`src/http_response_body_framer_top_defines.svh`:
```
// Assertion macros for the HTTP response body framer.
// Included by the top level; no other dependencies.
`ifndef HTTP_RESPONSE_BODY_FRAMER_TOP_DEFINES_SVH
`define HTTP_RESPONSE_BODY_FRAMER_TOP_DEFINES_SVH
`ifndef SYNTHESIS
// Temporal check, disabled while reset is asserted.
`define HRBF_ASSERT(label, clk, rst_n, prop, msg) \
    label: assert property (@(posedge clk) disable iff (!rst_n) prop) else $error(msg);
// Invariant that must hold at every clock edge outside reset.
`define HRBF_ASSERT_ALWAYS(label, clk, rst_n, cond, msg) \
    label: assert property (@(posedge clk) disable iff (!rst_n) (cond)) else $error(msg);
`else
`define HRBF_ASSERT(label, clk, rst_n, prop, msg)
`define HRBF_ASSERT_ALWAYS(label, clk, rst_n, cond, msg)
`endif
`endif

```
`src/hrbf_pkg.sv`:
```
// Shared types, character constants and helpers for the response body framer.
// No dependencies; imported by every module of the block.
`timescale 1ns / 1ps
`default_nettype none

package hrbf_pkg;

    // ASCII characters recognized by the parser.
    localparam logic [7:0] CH_H      = 8'h48;
    localparam logic [7:0] CH_T      = 8'h54;
    localparam logic [7:0] CH_P      = 8'h50;
    localparam logic [7:0] CH_SLASH  = 8'h2F;
    localparam logic [7:0] CH_ONE    = 8'h31;
    localparam logic [7:0] CH_DOT    = 8'h2E;
    localparam logic [7:0] CH_FOUR   = 8'h34;
    localparam logic [7:0] CH_FIVE   = 8'h35;
    localparam logic [7:0] CH_TWO    = 8'h32;
    localparam logic [7:0] CH_ZERO   = 8'h30;
    localparam logic [7:0] CH_LBRACE = 8'h7B;
    localparam logic [7:0] CH_RBRACE = 8'h7D;

    // Configuration register indexes.
    localparam int unsigned CFG_IDX_W = 2;
    localparam logic [CFG_IDX_W-1:0] REG_HDR_LIMIT  = 2'd0;
    localparam logic [CFG_IDX_W-1:0] REG_BODY_LIMIT = 2'd1;
    localparam int unsigned CFG_DATA_W = 12;

    // Field widths.
    localparam int unsigned BYTE_W      = 8;
    localparam int unsigned HDR_LIM_W   = 12;
    localparam int unsigned BODY_LIM_W  = 10;
    localparam int unsigned BYTE_CNT_W  = 13;
    localparam int unsigned INDEX_W     = 9;
    localparam int unsigned LENGTH_W    = 10;

    localparam logic [HDR_LIM_W-1:0]  HDR_LIMIT_RESET  = 12'd1024;
    localparam logic [BODY_LIM_W-1:0] BODY_LIMIT_RESET = 10'd512;

    // Last step of the version text match.
    localparam logic [2:0] VERSION_LAST = 3'd7;

    typedef enum logic [1:0] {
        PH_VERSION = 2'd0,
        PH_CODE    = 2'd1,
        PH_BODY    = 2'd2
    } t_phase;

    typedef enum logic [1:0] {
        SUB_FIND = 2'd0,
        SUB_RECV = 2'd1,
        SUB_TAIL = 2'd2
    } t_sub;

    typedef enum logic [1:0] {
        KIND_BYTE    = 2'd0,
        KIND_BAD     = 2'd1,
        KIND_CREATED = 2'd2,
        KIND_DONE    = 2'd3
    } t_kind;

    // Parser control state that does not depend on the body depth.
    typedef struct packed {
        t_phase                phase;
        logic [2:0]            match_step;
        t_sub                  sub;
        logic [BYTE_CNT_W-1:0] byte_count;
    } t_ctrl;

    // One result transaction.
    typedef struct packed {
        t_kind               kind;
        logic [BYTE_W-1:0]   value;
        logic [INDEX_W-1:0]  index;
        logic [LENGTH_W-1:0] length;
    } t_result;

    localparam t_ctrl CTRL_RESET = '{
        phase:      PH_VERSION,
        match_step: 3'd0,
        sub:        SUB_FIND,
        byte_count: 13'd0
    };

    // Expected character of the version text "HTTP/1.1" at a given step.
    function automatic logic [7:0] version_char(input logic [2:0] step);
        logic [7:0] ch;
        unique case (step)
            3'd0: ch = CH_H;
            3'd1: ch = CH_T;
            3'd2: ch = CH_T;
            3'd3: ch = CH_P;
            3'd4: ch = CH_SLASH;
            3'd5: ch = CH_ONE;
            3'd6: ch = CH_DOT;
            3'd7: ch = CH_ONE;
            default: ch = CH_H;
        endcase
        return ch;
    endfunction

endpackage

`default_nettype wire

```
`src/http_response_body_framer_top.sv`:
```
// Top level of the HTTP response body framer: input stage, parser, result register.
// Depends on hrbf_pkg, hrbf_in_stage, hrbf_step and the assertion macro header.
//
// Usage:
//   Input channel (i_in_valid / o_in_ready / i_rx_byte) takes one response byte per
//   transaction. Output channel (o_out_valid / i_out_ready) gives zero or one result
//   per byte: a body byte with its index, bad request, created, or body complete
//   with its length. Configuration channel (i_cfg_valid / o_cfg_ready) writes the
//   header byte limit (index 0) and the body length limit (index 1); it is always
//   ready. The user must write it only while no byte is in flight; the block
//   itself does not enforce this. A byte is accepted into the input register;
//   its outcome is then loaded into the result register, which drives the output.
//   Bytes flow at one byte per cycle unless a held result blocks them; the parser
//   state update is a single pass of compare and counter logic.
//   When the receiver stalls, the held result waits in the result register; bytes
//   that give no result keep flowing, and a byte that gives a result waits in the
//   input register, which then drops o_in_ready.
//   Reset clears the parser to the version-match phase, empties both registers and
//   restores the limits to 1024 header bytes and 512 body bytes.
`timescale 1ns / 1ps
`default_nettype none
`include "http_response_body_framer_top_defines.svh"

module http_response_body_framer_top #(
    parameter int unsigned BODY_DEPTH = 512
) (
    input  wire logic                                i_clk,
    input  wire logic                                i_rst_n,
    input  wire logic                                i_in_valid,
    output logic                                     o_in_ready,
    input  wire logic [hrbf_pkg::BYTE_W-1:0]         i_rx_byte,
    output logic                                     o_out_valid,
    input  wire logic                                i_out_ready,
    output logic [1:0]                               o_result_kind,
    output logic [hrbf_pkg::BYTE_W-1:0]              o_body_value,
    output logic [hrbf_pkg::INDEX_W-1:0]             o_body_index,
    output logic [hrbf_pkg::LENGTH_W-1:0]            o_body_length,
    input  wire logic                                i_cfg_valid,
    output logic                                     o_cfg_ready,
    input  wire logic [hrbf_pkg::CFG_IDX_W-1:0]      i_cfg_index,
    input  wire logic [hrbf_pkg::CFG_DATA_W-1:0]     i_cfg_data
);
    import hrbf_pkg::*;

    localparam int unsigned CW = $clog2(BODY_DEPTH + 1);

    logic                  stg_valid;
    logic [BYTE_W-1:0]     stg_byte;
    logic                  advance;

    t_ctrl                 r_ctrl;
    logic [CW-1:0]         r_body_count;
    logic [CW-1:0]         r_brace_depth;
    logic [HDR_LIM_W-1:0]  r_hdr_limit;
    logic [BODY_LIM_W-1:0] r_body_limit;
    logic                  r_out_valid;
    t_result               r_out;

    t_ctrl                 n_ctrl;
    logic [CW-1:0]         n_body_count;
    logic [CW-1:0]         n_brace_depth;
    logic                  step_has_result;
    t_result               n_out;

    // Input register stage.
    hrbf_in_stage u_in_stage (
        .i_clk      (i_clk),
        .i_rst_n    (i_rst_n),
        .i_in_valid (i_in_valid),
        .o_in_ready (o_in_ready),
        .i_rx_byte  (i_rx_byte),
        .i_take     (advance),
        .o_valid    (stg_valid),
        .o_byte     (stg_byte)
    );

    // Parser logic for the byte held in the input stage.
    hrbf_step #(
        .BODY_DEPTH (BODY_DEPTH),
        .CW         (CW)
    ) u_step (
        .i_rx_byte     (stg_byte),
        .i_ctrl        (r_ctrl),
        .i_body_count  (r_body_count),
        .i_brace_depth (r_brace_depth),
        .i_hdr_limit   (r_hdr_limit),
        .i_body_limit  (r_body_limit),
        .o_ctrl        (n_ctrl),
        .o_body_count  (n_body_count),
        .o_brace_depth (n_brace_depth),
        .o_has_result  (step_has_result),
        .o_result      (n_out)
    );

    // A byte is processed unless its result would overwrite a stalled one.
    assign advance = stg_valid && (!step_has_result || !r_out_valid || i_out_ready);

    // Parser state.
    always_ff @(posedge i_clk) begin
        if (!i_rst_n) begin
            r_ctrl        <= CTRL_RESET;
            r_body_count  <= '0;
            r_brace_depth <= '0;
        end else if (advance) begin
            r_ctrl        <= n_ctrl;
            r_body_count  <= n_body_count;
            r_brace_depth <= n_brace_depth;
        end
    end

    // Configuration registers.
    assign o_cfg_ready = 1'b1;

    always_ff @(posedge i_clk) begin
        if (!i_rst_n) begin
            r_hdr_limit  <= HDR_LIMIT_RESET;
            r_body_limit <= BODY_LIMIT_RESET;
        end else if (i_cfg_valid && o_cfg_ready) begin
            if (i_cfg_index == REG_HDR_LIMIT) begin
                r_hdr_limit <= i_cfg_data[HDR_LIM_W-1:0];
            end else if (i_cfg_index == REG_BODY_LIMIT) begin
                r_body_limit <= i_cfg_data[BODY_LIM_W-1:0];
            end
        end
    end

    // Result register valid flag.
    always_ff @(posedge i_clk) begin
        if (!i_rst_n) begin
            r_out_valid <= 1'b0;
        end else if (advance && step_has_result) begin
            r_out_valid <= 1'b1;
        end else if (i_out_ready) begin
            r_out_valid <= 1'b0;
        end
    end

    // Result payload.
    always_ff @(posedge i_clk) begin
        if (advance && step_has_result) begin
            r_out <= n_out;
        end
    end

    assign o_out_valid   = r_out_valid;
    assign o_result_kind = r_out.kind;
    assign o_body_value  = r_out.value;
    assign o_body_index  = r_out.index;
    assign o_body_length = r_out.length;

    // The body counter never runs past the buffer depth.
    `HRBF_ASSERT_ALWAYS(a_body_count_range, i_clk, i_rst_n, r_body_count <= CW'(BODY_DEPTH), "body count beyond buffer depth")

    // Every open brace is counted as a body byte, so depth never exceeds the count.
    `HRBF_ASSERT_ALWAYS(a_depth_le_count, i_clk, i_rst_n, r_brace_depth <= r_body_count, "brace depth exceeds body count")

    // A final result returns the parser to its reset state.
    `HRBF_ASSERT(a_final_clears, i_clk, i_rst_n, (advance && step_has_result && n_out.kind != KIND_BYTE) |=> (r_ctrl == CTRL_RESET && r_body_count == '0 && r_brace_depth == '0), "final result did not clear parser state")

    // A result that is held back never lets its byte leave the input stage.
    `HRBF_ASSERT(a_stall_holds_byte, i_clk, i_rst_n, (stg_valid && step_has_result && r_out_valid && !i_out_ready) |=> (stg_valid && $stable(stg_byte) && $stable(r_ctrl)), "stalled byte was consumed")

endmodule

`default_nettype wire

```
`src/hrbf_in_stage.sv`:
```
// Input register stage of the response body framer: holds one received byte.
// Depends on hrbf_pkg for the byte width.
`timescale 1ns / 1ps
`default_nettype none

module hrbf_in_stage (
    input  wire logic                      i_clk,
    input  wire logic                      i_rst_n,
    input  wire logic                      i_in_valid,
    output logic                           o_in_ready,
    input  wire logic [hrbf_pkg::BYTE_W-1:0] i_rx_byte,
    input  wire logic                      i_take,
    output logic                           o_valid,
    output logic [hrbf_pkg::BYTE_W-1:0]    o_byte
);
    import hrbf_pkg::*;

    logic              r_valid;
    logic [BYTE_W-1:0] r_byte;

    // The stage can load whenever it is empty or its byte leaves this cycle.
    assign o_in_ready = !r_valid || i_take;

    // Occupancy flag.
    always_ff @(posedge i_clk) begin
        if (!i_rst_n) begin
            r_valid <= 1'b0;
        end else if (o_in_ready) begin
            r_valid <= i_in_valid;
        end
    end

    // Byte register; loads on every accepted transaction.
    always_ff @(posedge i_clk) begin
        if (i_in_valid && o_in_ready) begin
            r_byte <= i_rx_byte;
        end
    end

    assign o_valid = r_valid;
    assign o_byte  = r_byte;

endmodule

`default_nettype wire

```
`src/hrbf_step.sv`:
```
// Per-byte parser logic: next state and optional result for one byte.
// Depends on hrbf_pkg for types, characters and the version text.
`timescale 1ns / 1ps
`default_nettype none

module hrbf_step #(
    parameter int unsigned BODY_DEPTH = 512,
    parameter int unsigned CW         = $clog2(BODY_DEPTH + 1)
) (
    input  wire logic [hrbf_pkg::BYTE_W-1:0]     i_rx_byte,
    input  wire hrbf_pkg::t_ctrl                 i_ctrl,
    input  wire logic [CW-1:0]                   i_body_count,
    input  wire logic [CW-1:0]                   i_brace_depth,
    input  wire logic [hrbf_pkg::HDR_LIM_W-1:0]  i_hdr_limit,
    input  wire logic [hrbf_pkg::BODY_LIM_W-1:0] i_body_limit,
    output hrbf_pkg::t_ctrl                      o_ctrl,
    output logic [CW-1:0]                        o_body_count,
    output logic [CW-1:0]                        o_brace_depth,
    output logic                                 o_has_result,
    output hrbf_pkg::t_result                    o_result
);
    import hrbf_pkg::*;

    localparam int unsigned CMPW = (CW > BODY_LIM_W) ? CW : BODY_LIM_W;
    localparam logic [CW-1:0] CNT_ONE  = CW'(1);
    localparam logic [CW-1:0] CNT_FULL = CW'(BODY_DEPTH);

    logic                  hdr_over_gt;
    logic                  hdr_over_ge;
    logic                  body_full;
    logic                  len_reject;
    logic [BYTE_CNT_W-1:0] cnt_inc;

    // Limit comparisons used by the phases.
    assign hdr_over_gt = i_ctrl.byte_count >  {1'b0, i_hdr_limit};
    assign hdr_over_ge = i_ctrl.byte_count >= {1'b0, i_hdr_limit};
    assign body_full   = i_body_count >= CNT_FULL;
    assign len_reject  = CMPW'(i_body_count) >= CMPW'(i_body_limit);
    assign cnt_inc     = i_ctrl.byte_count + 13'd1;

    // Phase decoder.
    always_comb begin
        logic clr;
        clr           = 1'b0;
        o_ctrl        = i_ctrl;
        o_body_count  = i_body_count;
        o_brace_depth = i_brace_depth;
        o_has_result  = 1'b0;
        o_result      = '0;

        unique case (i_ctrl.phase)
            PH_VERSION: begin
                if (hdr_over_gt) begin
                    o_has_result  = 1'b1;
                    o_result.kind = KIND_BAD;
                    clr           = 1'b1;
                end else begin
                    o_ctrl.byte_count = cnt_inc;
                    if (i_ctrl.match_step == 3'd0) begin
                        // Anything but 'H' restarts the count of header bytes.
                        if (i_rx_byte == CH_H) begin
                            o_ctrl.match_step = 3'd1;
                        end else begin
                            o_ctrl.byte_count = '0;
                        end
                    end else if (i_rx_byte == version_char(i_ctrl.match_step)) begin
                        if (i_ctrl.match_step == VERSION_LAST) begin
                            o_ctrl.phase      = PH_CODE;
                            o_ctrl.match_step = 3'd0;
                        end else begin
                            o_ctrl.match_step = i_ctrl.match_step + 3'd1;
                        end
                    end
                end
            end

            PH_CODE: begin
                if (hdr_over_ge) begin
                    o_has_result  = 1'b1;
                    o_result.kind = KIND_BAD;
                    clr           = 1'b1;
                end else begin
                    o_ctrl.byte_count = cnt_inc;
                    if (i_ctrl.match_step == 3'd0) begin
                        if (i_rx_byte == CH_FOUR || i_rx_byte == CH_FIVE) begin
                            o_has_result  = 1'b1;
                            o_result.kind = KIND_BAD;
                            clr           = 1'b1;
                        end else if (i_rx_byte == CH_TWO) begin
                            o_ctrl.match_step = 3'd1;
                        end
                    end else if (i_ctrl.match_step == 3'd1) begin
                        if (i_rx_byte == CH_ZERO) begin
                            o_ctrl.match_step = 3'd2;
                        end
                    end else begin
                        // Third digit: 201 is created, 200 carries a body.
                        if (i_rx_byte == CH_ONE) begin
                            o_has_result  = 1'b1;
                            o_result.kind = KIND_CREATED;
                            clr           = 1'b1;
                        end else if (i_rx_byte == CH_ZERO) begin
                            o_ctrl.phase = PH_BODY;
                        end
                    end
                end
            end

            PH_BODY: begin
                if (hdr_over_ge) begin
                    o_has_result  = 1'b1;
                    o_result.kind = KIND_BAD;
                    clr           = 1'b1;
                end else begin
                    o_ctrl.byte_count = cnt_inc;
                    unique case (i_ctrl.sub)
                        SUB_FIND, SUB_RECV: begin
                            if (i_ctrl.sub == SUB_FIND || i_brace_depth != '0) begin
                                // Skip bytes before the opening brace.
                                if (i_ctrl.sub == SUB_FIND && i_rx_byte != CH_LBRACE) begin
                                    o_has_result = 1'b0;
                                end else begin
                                    o_ctrl.sub = SUB_RECV;
                                    if (i_rx_byte == CH_LBRACE) begin
                                        o_brace_depth = i_brace_depth + CNT_ONE;
                                    end else if (i_rx_byte == CH_RBRACE) begin
                                        o_brace_depth = i_brace_depth - CNT_ONE;
                                    end
                                    // A full body buffer rejects the response.
                                    if (body_full) begin
                                        o_has_result  = 1'b1;
                                        o_result.kind = KIND_BAD;
                                        clr           = 1'b1;
                                    end else begin
                                        o_has_result   = 1'b1;
                                        o_result.kind  = KIND_BYTE;
                                        o_result.value = i_rx_byte;
                                        o_result.index = INDEX_W'(i_body_count);
                                        o_body_count   = i_body_count + CNT_ONE;
                                    end
                                end
                            end else begin
                                // Depth back at zero: this byte moves to the tail, and the next one closes the body.
                                o_ctrl.sub = SUB_TAIL;
                            end
                        end
                        default: begin
                            o_has_result = 1'b1;
                            clr          = 1'b1;
                            if (len_reject) begin
                                o_result.kind = KIND_BAD;
                            end else begin
                                o_result.kind   = KIND_DONE;
                                o_result.length = LENGTH_W'(i_body_count);
                            end
                        end
                    endcase
                end
            end

            default: begin
                // Unused phase code: silently return to reset state.
                clr = 1'b1;
            end
        endcase

        // Any final result or bad state returns the parser to its reset state.
        if (clr) begin
            o_ctrl        = CTRL_RESET;
            o_body_count  = '0;
            o_brace_depth = '0;
        end
    end

endmodule

`default_nettype wire

```
`config.mk`:
```
export PLATFORM = sky130hd
export DESIGN_NAME = http_response_body_framer_top
export DESIGN_NICKNAME = d
export VERILOG_FILES = /design/src/hrbf_pkg.sv /design/src/http_response_body_framer_top.sv /design/src/hrbf_in_stage.sv /design/src/hrbf_step.sv
export VERILOG_INCLUDE_DIRS = /design/src /design/src/src
export SDC_FILE = /design/constraint.sdc
export NUM_CORES = 1
export LEC_CHECK = 0
export BUFFER_PORTS_ARGS = -buffer_cell sky130_fd_sc_hd__clkbuf_2
export CORE_MARGIN = 1.5
export CORE_UTILIZATION = 60
export DETAILED_ROUTE_END_ITERATION = 7
export HOLD_SLACK_MARGIN = 0.1
export PLACE_DENSITY = 0.8
export SYNTH_ARGS = -nofsm -noshare
export SYNTH_HDL_FRONTEND = slang
export SYNTH_HIERARCHICAL = 1
export SYNTH_SLANG_ARGS = --single-unit
```
`constraint.sdc`:
```
create_clock -name i_clk -period 4.04 [get_ports i_clk]
set_input_delay 0.202 -clock i_clk [delete_from_list [all_inputs] [get_ports i_clk]]
set_output_delay 0.202 -clock i_clk [all_outputs]
set_load 0.05 [all_outputs]
```
# ---- Word-level counts from Yosys, hierarchy flattened
# Memories as Yosys holds them, arrays and structs flattened. A register that Yosys moved wholly into a read port is not among the register bits.
# Index checks and enable logic that the tools add are counted.
dict set report classes {
  order_cmp 4
  bitwise_logic 4
  mux 82
  n_addsub 5
  n_reduce_logical 35
  eq_ne 36
}
# operator count
set op_table {}
lappend op_table {{10-bit two-way mux} 15}
lappend op_table {{13-bit two-way mux} 4}
lappend op_table {{8-bit by 6-bit == test with 1-bit output (second input constant)} 5}
lappend op_table {{13-bit case mux with 3 select lines} 1}
lappend op_table {{19-bit two-way mux} 2}
lappend op_table {{2-bit two-way mux} 17}
lappend op_table {{3-bit two-way mux} 10}
lappend op_table {{8-bit by 7-bit == test with 1-bit output (second input constant)} 3}
lappend op_table {{8-bit two-way mux} 3}
lappend op_table {{3-bit != test (second input constant)} 8}
lappend op_table {{10-bit by 1-bit adder with 10-bit output (second input constant)} 2}
lappend op_table {{1-bit two-way mux} 20}
lappend op_table {{20-bit two-way mux} 1}
lappend op_table {{17-bit two-way mux} 1}
lappend op_table {{15-bit two-way mux} 1}
lappend op_table {{5-bit two-way mux} 3}
lappend op_table {{7-bit AND reduction} 2}
lappend op_table {{13-bit by 1-bit adder with 13-bit output (second input constant)} 1}
lappend op_table {{13-bit by 12-bit >= comparator with 1-bit output} 1}
lappend op_table {{13-bit by 12-bit > comparator with 1-bit output} 1}
lappend op_table {{4-bit by 1-bit != test with 1-bit output (second input constant)} 3}
lappend op_table {{11-bit AND reduction} 1}
lappend op_table {{10-bit >= comparator} 1}
lappend op_table {{10-bit >= comparator (second input constant)} 1}
lappend op_table {{other kinds (32)} 59}
dict set report totals {
  memories 1
  inputBits 27
  out_inout_bits 32
  reg_bits 101
  mem_bits_ro 56
}
# name words word_bits rd rd_ports_with_merged_regs write_ports line
set memory_table {}
lappend memory_table {{(no name shown)} 8 7 1 1 0 hrbf_pkg.sv:87} ;# unique case (step)

# ---- Longest topological paths before layout
dict set report depth {
  ltp_word 14
  ltp_mapped 13
}

# ---- Modules after synthesis
# Netlist, hierarchy kept.
# module n_inst seq_area_each_um2 area_per_inst_um2 cells_each
set modules_own_cells {}
lappend modules_own_cells {http_response_body_framer_top 1 2132.0 3429.5 297}
lappend modules_own_cells {hrbf_step 1 0.0 2625.0 410}
lappend modules_own_cells {hrbf_in_stage 1 260.2 297.8 13}

# ---- Least setup slack after synthesis
# No wires, ideal clock.
dict set report synth_path {
  kind {register to register}
  start {reg r_ctrl[10] (netlist name)}
  end {reg r_out (netlist bit o_body_index[0]), enable pin}
  setup_ps 389
  path_slack_ps 672
  path_buffers 2
  arrival_ps 2980
  t_required_ps 3651
  synth_period_minus_slack_ps 3368
  path_stages_with_launch 12
  path_cell_list {dfxtp_1 -> ha_1 -> nand4b_2 -> o21ai_1 -> a211oi_2 -> nand3b_2 -> nor3_1 -> o21ai_0 -> a21boi_2 -> buf_6 -> buf_12 -> and2_1}
}
dict set report synth_via {
  elab_chain_cells 8
}
# element line
set synth_lines {}
lappend synth_lines {{start: declaration} http_response_body_framer_top.sv:51} ;# t_ctrl r_ctrl;
lappend synth_lines {{start signal: assignment} http_response_body_framer_top.sv:105} ;# r_ctrl <= n_ctrl;
lappend synth_lines {{13-bit by 12-bit >= comparator with 1-bit output or 13-bit by 12-bit > comparator with 1-bit output (tied branches)} {hrbf_step.sv:36, hrbf_step.sv:35}}
lappend synth_lines {{1-bit two-way mux (on tied branches)} {hrbf_step.sv:110, hrbf_step.sv:53, hrbf_step.sv:78}}
lappend synth_lines {{1-bit case mux with 3 select lines *} hrbf_step.sv:51} ;# unique case (i_ctrl.phase)
lappend synth_lines {{net step_has_result} http_response_body_framer_top.sv:62} ;# logic step_has_result;
lappend synth_lines {{1-bit zero test *} http_response_body_framer_top.sv:96} ;# assign advance = stg_valid && (!step_has_result || !r_out_valid || i_out_ready);
lappend synth_lines {{1-bit logical OR * (2 in a row)} http_response_body_framer_top.sv:96}
lappend synth_lines {{1-bit logical AND *} http_response_body_framer_top.sv:96}
lappend synth_lines {{net advance} http_response_body_framer_top.sv:49} ;# logic advance;
lappend synth_lines {{1-bit logical AND *} http_response_body_framer_top.sv:140} ;# if (advance && step_has_result) begin
lappend synth_lines {{end signal: assignment} http_response_body_framer_top.sv:141} ;# r_out <= n_out;
lappend synth_lines {{end: declaration} http_response_body_framer_top.sv:57} ;# t_result r_out;
# The timed path passes the listed nets; every way through them passes the cells marked *.
# A chain may end at the register's enable or synchronous reset.

# ---- Final worst setup path
dict set report layout_path {
  start {reg r_ctrl[10] (netlist name)}
  end {out o_in_ready}
}
dict set report layout_via {
  elab_chain_cells 8
}
# element line
set layout_lines {}
lappend layout_lines {{13-bit by 12-bit >= comparator with 1-bit output or 13-bit by 12-bit > comparator with 1-bit output (tied branches)} {hrbf_step.sv:36, hrbf_step.sv:35}}
lappend layout_lines {{1-bit two-way mux (on tied branches)} {hrbf_step.sv:110, hrbf_step.sv:53, hrbf_step.sv:78}}
lappend layout_lines {{1-bit case mux with 3 select lines *} hrbf_step.sv:51}
lappend layout_lines {{net step_has_result} http_response_body_framer_top.sv:62}
lappend layout_lines {{1-bit zero test *} http_response_body_framer_top.sv:96}
lappend layout_lines {{1-bit logical OR * (2 in a row)} http_response_body_framer_top.sv:96}
lappend layout_lines {{1-bit logical AND *} http_response_body_framer_top.sv:96}
lappend layout_lines {{1-bit logical OR *} hrbf_in_stage.sv:22} ;# assign o_in_ready = !r_valid || i_take;
lappend layout_lines {{end: declaration} http_response_body_framer_top.sv:30} ;# output logic o_in_ready,
# Marked as above.

==> results.md <==
- Status: finished, final reports clean
- GRT met1 Usage: 33.2%
- Clock buffer depth: 2
- Reg clk slew, reported paths: approximately 100 ps
- Minimum clock period after layout: about 3700 ps
- Slew Limit Fails: 0
- Area Overhead vs Synth: 10.2%
- Htree depth: 3
- P_leak: 2.59 nW
- Synth Cell Area: ~6400 um2
- Post-CTS sizing: 0
- VDD IR max: 0.224 mV
- Register area share after synthesis: 37.7%
- Starting Density: 61.8%
- Io pins: 59
- Design area: 7000 um2
- R2r setup slk: 700 ps
- Setup Viol. Count Final: 0
- Die W: roughly 110 um
- Fmax achieved: 271 MHz
- Worst setup SP type: register
- HPWL after DPL: 9970 um
- Fin Clk Skew: approximately 13 ps
- Final hold violations: 0
- R2r startpoint: r_ctrl[10]
- Cell count of the worst reg-to-reg path: 10
- Syn_area_per_cell: roughly 8.8 um2
- Crit path DAT: 3490 ps
- ANT cells: 0
- Cells after Synth: 720
- First-pass DRT Iterations: 5
- Post-synth EDFFs: 37
- Flops & latches, synth: between 100 and 150
- CTS tree: done
- Critical Path End Type: primary output
- Worst-skew pair later-pin latency: between 300 and 400 ps
- Max-cap violations: 0
- Hold Path Class: in -> reg
- Crit path kind: reg -> out
- CP required: ~3800 ps
- Avg Vias per Cell: 5.84
- Routed len/inst: ~15 um
- Layout Nets: 843
- Via count: 5382
- WHS: ~220 ps
- Hold EP: o_out_valid
- Met2 usage: 45.1%
- Period Utilization, post-route: 91.5%
- GR met3 Demand/Resource: 4.60%
- Final Util: about two thirds
- Root Driver: clkbuf_8
- Worst-Margin Slew: between 1000 and 1500 ps
- Vias in the first global route: 5160
- Hold path cells: 4
- Initial antenna violation count: 0
- Synth warn: 6
- Fillers: roughly 850
- Layout cell share with drive strength beyond 1: ~14%
- Maximum fanout along the worst path: 17
- Post-synth cell types: 72
- DRC: 0
- Clock sink count: 101
- Cts bufs inserted: 9
- GR Util All Layers: 26.3%
- Cell Rows: 37
- Placed Area: 6620 um2
- Final WL: 14300 um
- DP Cell Count: 884
- PwrDens: 266 nW/um2
- Routability cong.: 0.881
- Die area: around 11000 um2
- Die height: approximately 110 um
- Number of port buffers: 57
- First DRT Iteration DRCs: 427
- Top Usage Layer GRT: met2
- Worst r2r dst: u_in_stage/o_byte[2]
- Core ar.: approximately 10000 um2
- RSZ-0062 raised after global routing: no
- Asr flop ratio synth: 0%
- GRT overflow: 0
- Setup TNS: 0 ps
- Antenna Nets Post-Route: 0
- Synthesized Nets: ~780
- First-pass GRT wire length: 24000 um
- Largest net degree at the start of global routing: 70
- Relative slew slack: 18.4%
- Hold path startpoint: i_out_ready
- Cell Count, Final, Fillers Out: about 900
- Post-synth top flop: dfxtp_1
==> sequential cells by signal, indices dropped and copies added (netlist names) <==
name and cells:
o_body_index 9, o_body_length 10, o_body_value 8, o_out_valid 1, o_result_kind 2, r_body_count 10, r_body_limit 10, r_brace_depth 10
r_ctrl 20, r_hdr_limit 12, u_in_stage/o_byte 8, u_in_stage/o_valid 1
==> metal layers <==
| metal | up-vias | share of wire [%] |
|---|---|---|
| met2 | 195 | 48 |
| met4 | 0 | 2.5 |
| met1 | 2521 | 44 |
| met3 | 30 | 5.3 |
| li1 | 2636 | - |
| met5 | - | 0 |
==> through the flow <==
step / power (mW) / setup slack, ps
3_3_place_gp: 1.27 / 806
2_1_floorplan: 1.25 / 672
5_1_grt: 1.93 / 70.6
4_1_cts: 1.87 / 295
3_5_place_dp: 1.28 / 689
6_report: 1.86 / 345
==> power breakdown <==
group / switching (mW) / leakage [nW] / internal, mW / total (mW)
clock network: 0.359 / 0.0868 / 0.229 / 0.587
registers: 0.0167 / 0.807 / 1.07 / 1.08
logic: 0.116 / 1.70 / 0.0751 / 0.191
==> layout make-up <==
type                    count  area [um2]  share of cell area, %
repair buffers             88         571                   8.15
well taps                 136         170                   2.43
multi-input cells         543        3560                   50.8
inverters                  38         143                   2.04
clock inverters             5        36.3                  0.518
flip-flops and latches    101        2390                   34.2
clock buffers              11         133                   1.89
==> synthesized netlist by cell type (all sizes together) (2+ instances only) <==
master    n  area share [%]
o211ai    3            0.35
inv      38             2.2
nor4     12             1.4
or4b      2            0.37
nor2     46             2.7
mux2i    51             8.0
and4bb    2            0.39
nor3     28             2.3
a22oi     2            0.24
nand4     8            0.79
o21bai    2            0.24
xnor2    18             2.5
and3      4            0.39
a31oi    11             1.1
a211oi    7            0.98
or3       4            0.39
nor3b     3            0.51
dfxtp    64              20
and2     28             2.8
and4      2            0.28
o32a      3            0.49
a21oi    19             1.6
o21a      5            0.61
or2       3            0.30
a41oi     3            0.41
nand2   139             8.3
edfxtp   37              17
nand3b    6            0.77
a311oi    4            0.55
clkbuf   15            0.89
nand2b    9             1.0
a21boi   13             1.7
nor2b    12             1.3
nor4b     2            0.28
a21o      9             1.1
ha       35             6.9
o21ai    11            0.87
buf      23             3.3
nand3    25             2.0
==> cells by family (layout without fill, tap and decap cells) <==
kind of cell / Yosys count / count (layout) / share of synthesized area [%]
multiplexers: 51 / 51 / 8.04
other: 1 / 1 / 0.0590
flip-flops: 101 / 101 / 37.7
AND/OR/NAND/NOR: 338 / 338 / 26.8
XOR/XNOR: 18 / 18 / 2.48
AO/OA/AOI/OAI: 100 / 100 / 11.6
buffers and inverters: 76 / 142 / 6.46
adder cells (fa/ha/maj): 35 / 35 / 6.89
==> placed cells by master (no fill, tap or decap), drive strengths merged, types with 19 or more instances in the layout <==
cell type / count
nor3: 28
ha: 35
and2: 28
inv: 39
nand3: 25
dlygate4sd3: 21
edfxtp: 37
clkbuf: 68
mux2i: 51
nand2: 139
a21oi: 19
dfxtp: 64
nor2: 46
==> worst max path at each step <==
stage	from	endpoint	slack [ps]
2_1_floorplan	r_ctrl[10]	o_body_index[0]	670
3_3_place_gp	r_ctrl[10]	u_in_stage/o_byte[1]	810
3_5_place_dp	r_ctrl[10]	u_in_stage/o_byte[2]	690
5_1_grt	r_ctrl[10]	o_in_ready	70
6_report	r_ctrl[10]	o_in_ready	340
4_1_cts	r_ctrl[10]	o_in_ready	290
==> critical path, cell delays in order, from the launching register on <==
cell,delay (ps)
dfxtp_1,390
ha_1,350
nand4b_2,190
nor4_4,570
nand3b_2,340
nor3_1,90
o21ai_0,390
a21boi_4,100
buf_4,250
nand2b_4,190
clkbuf_2,240
==> what timing repair did <==
item / 4_1_cts / 5_1_grt
hold buffers: 21 / 0
setup endpoints to repair: 0 / 1
buffers inserted: 0 / 1
hold endpoints to repair: 23 / 0
No activity file was read; power rests on OpenSTA's default activity.
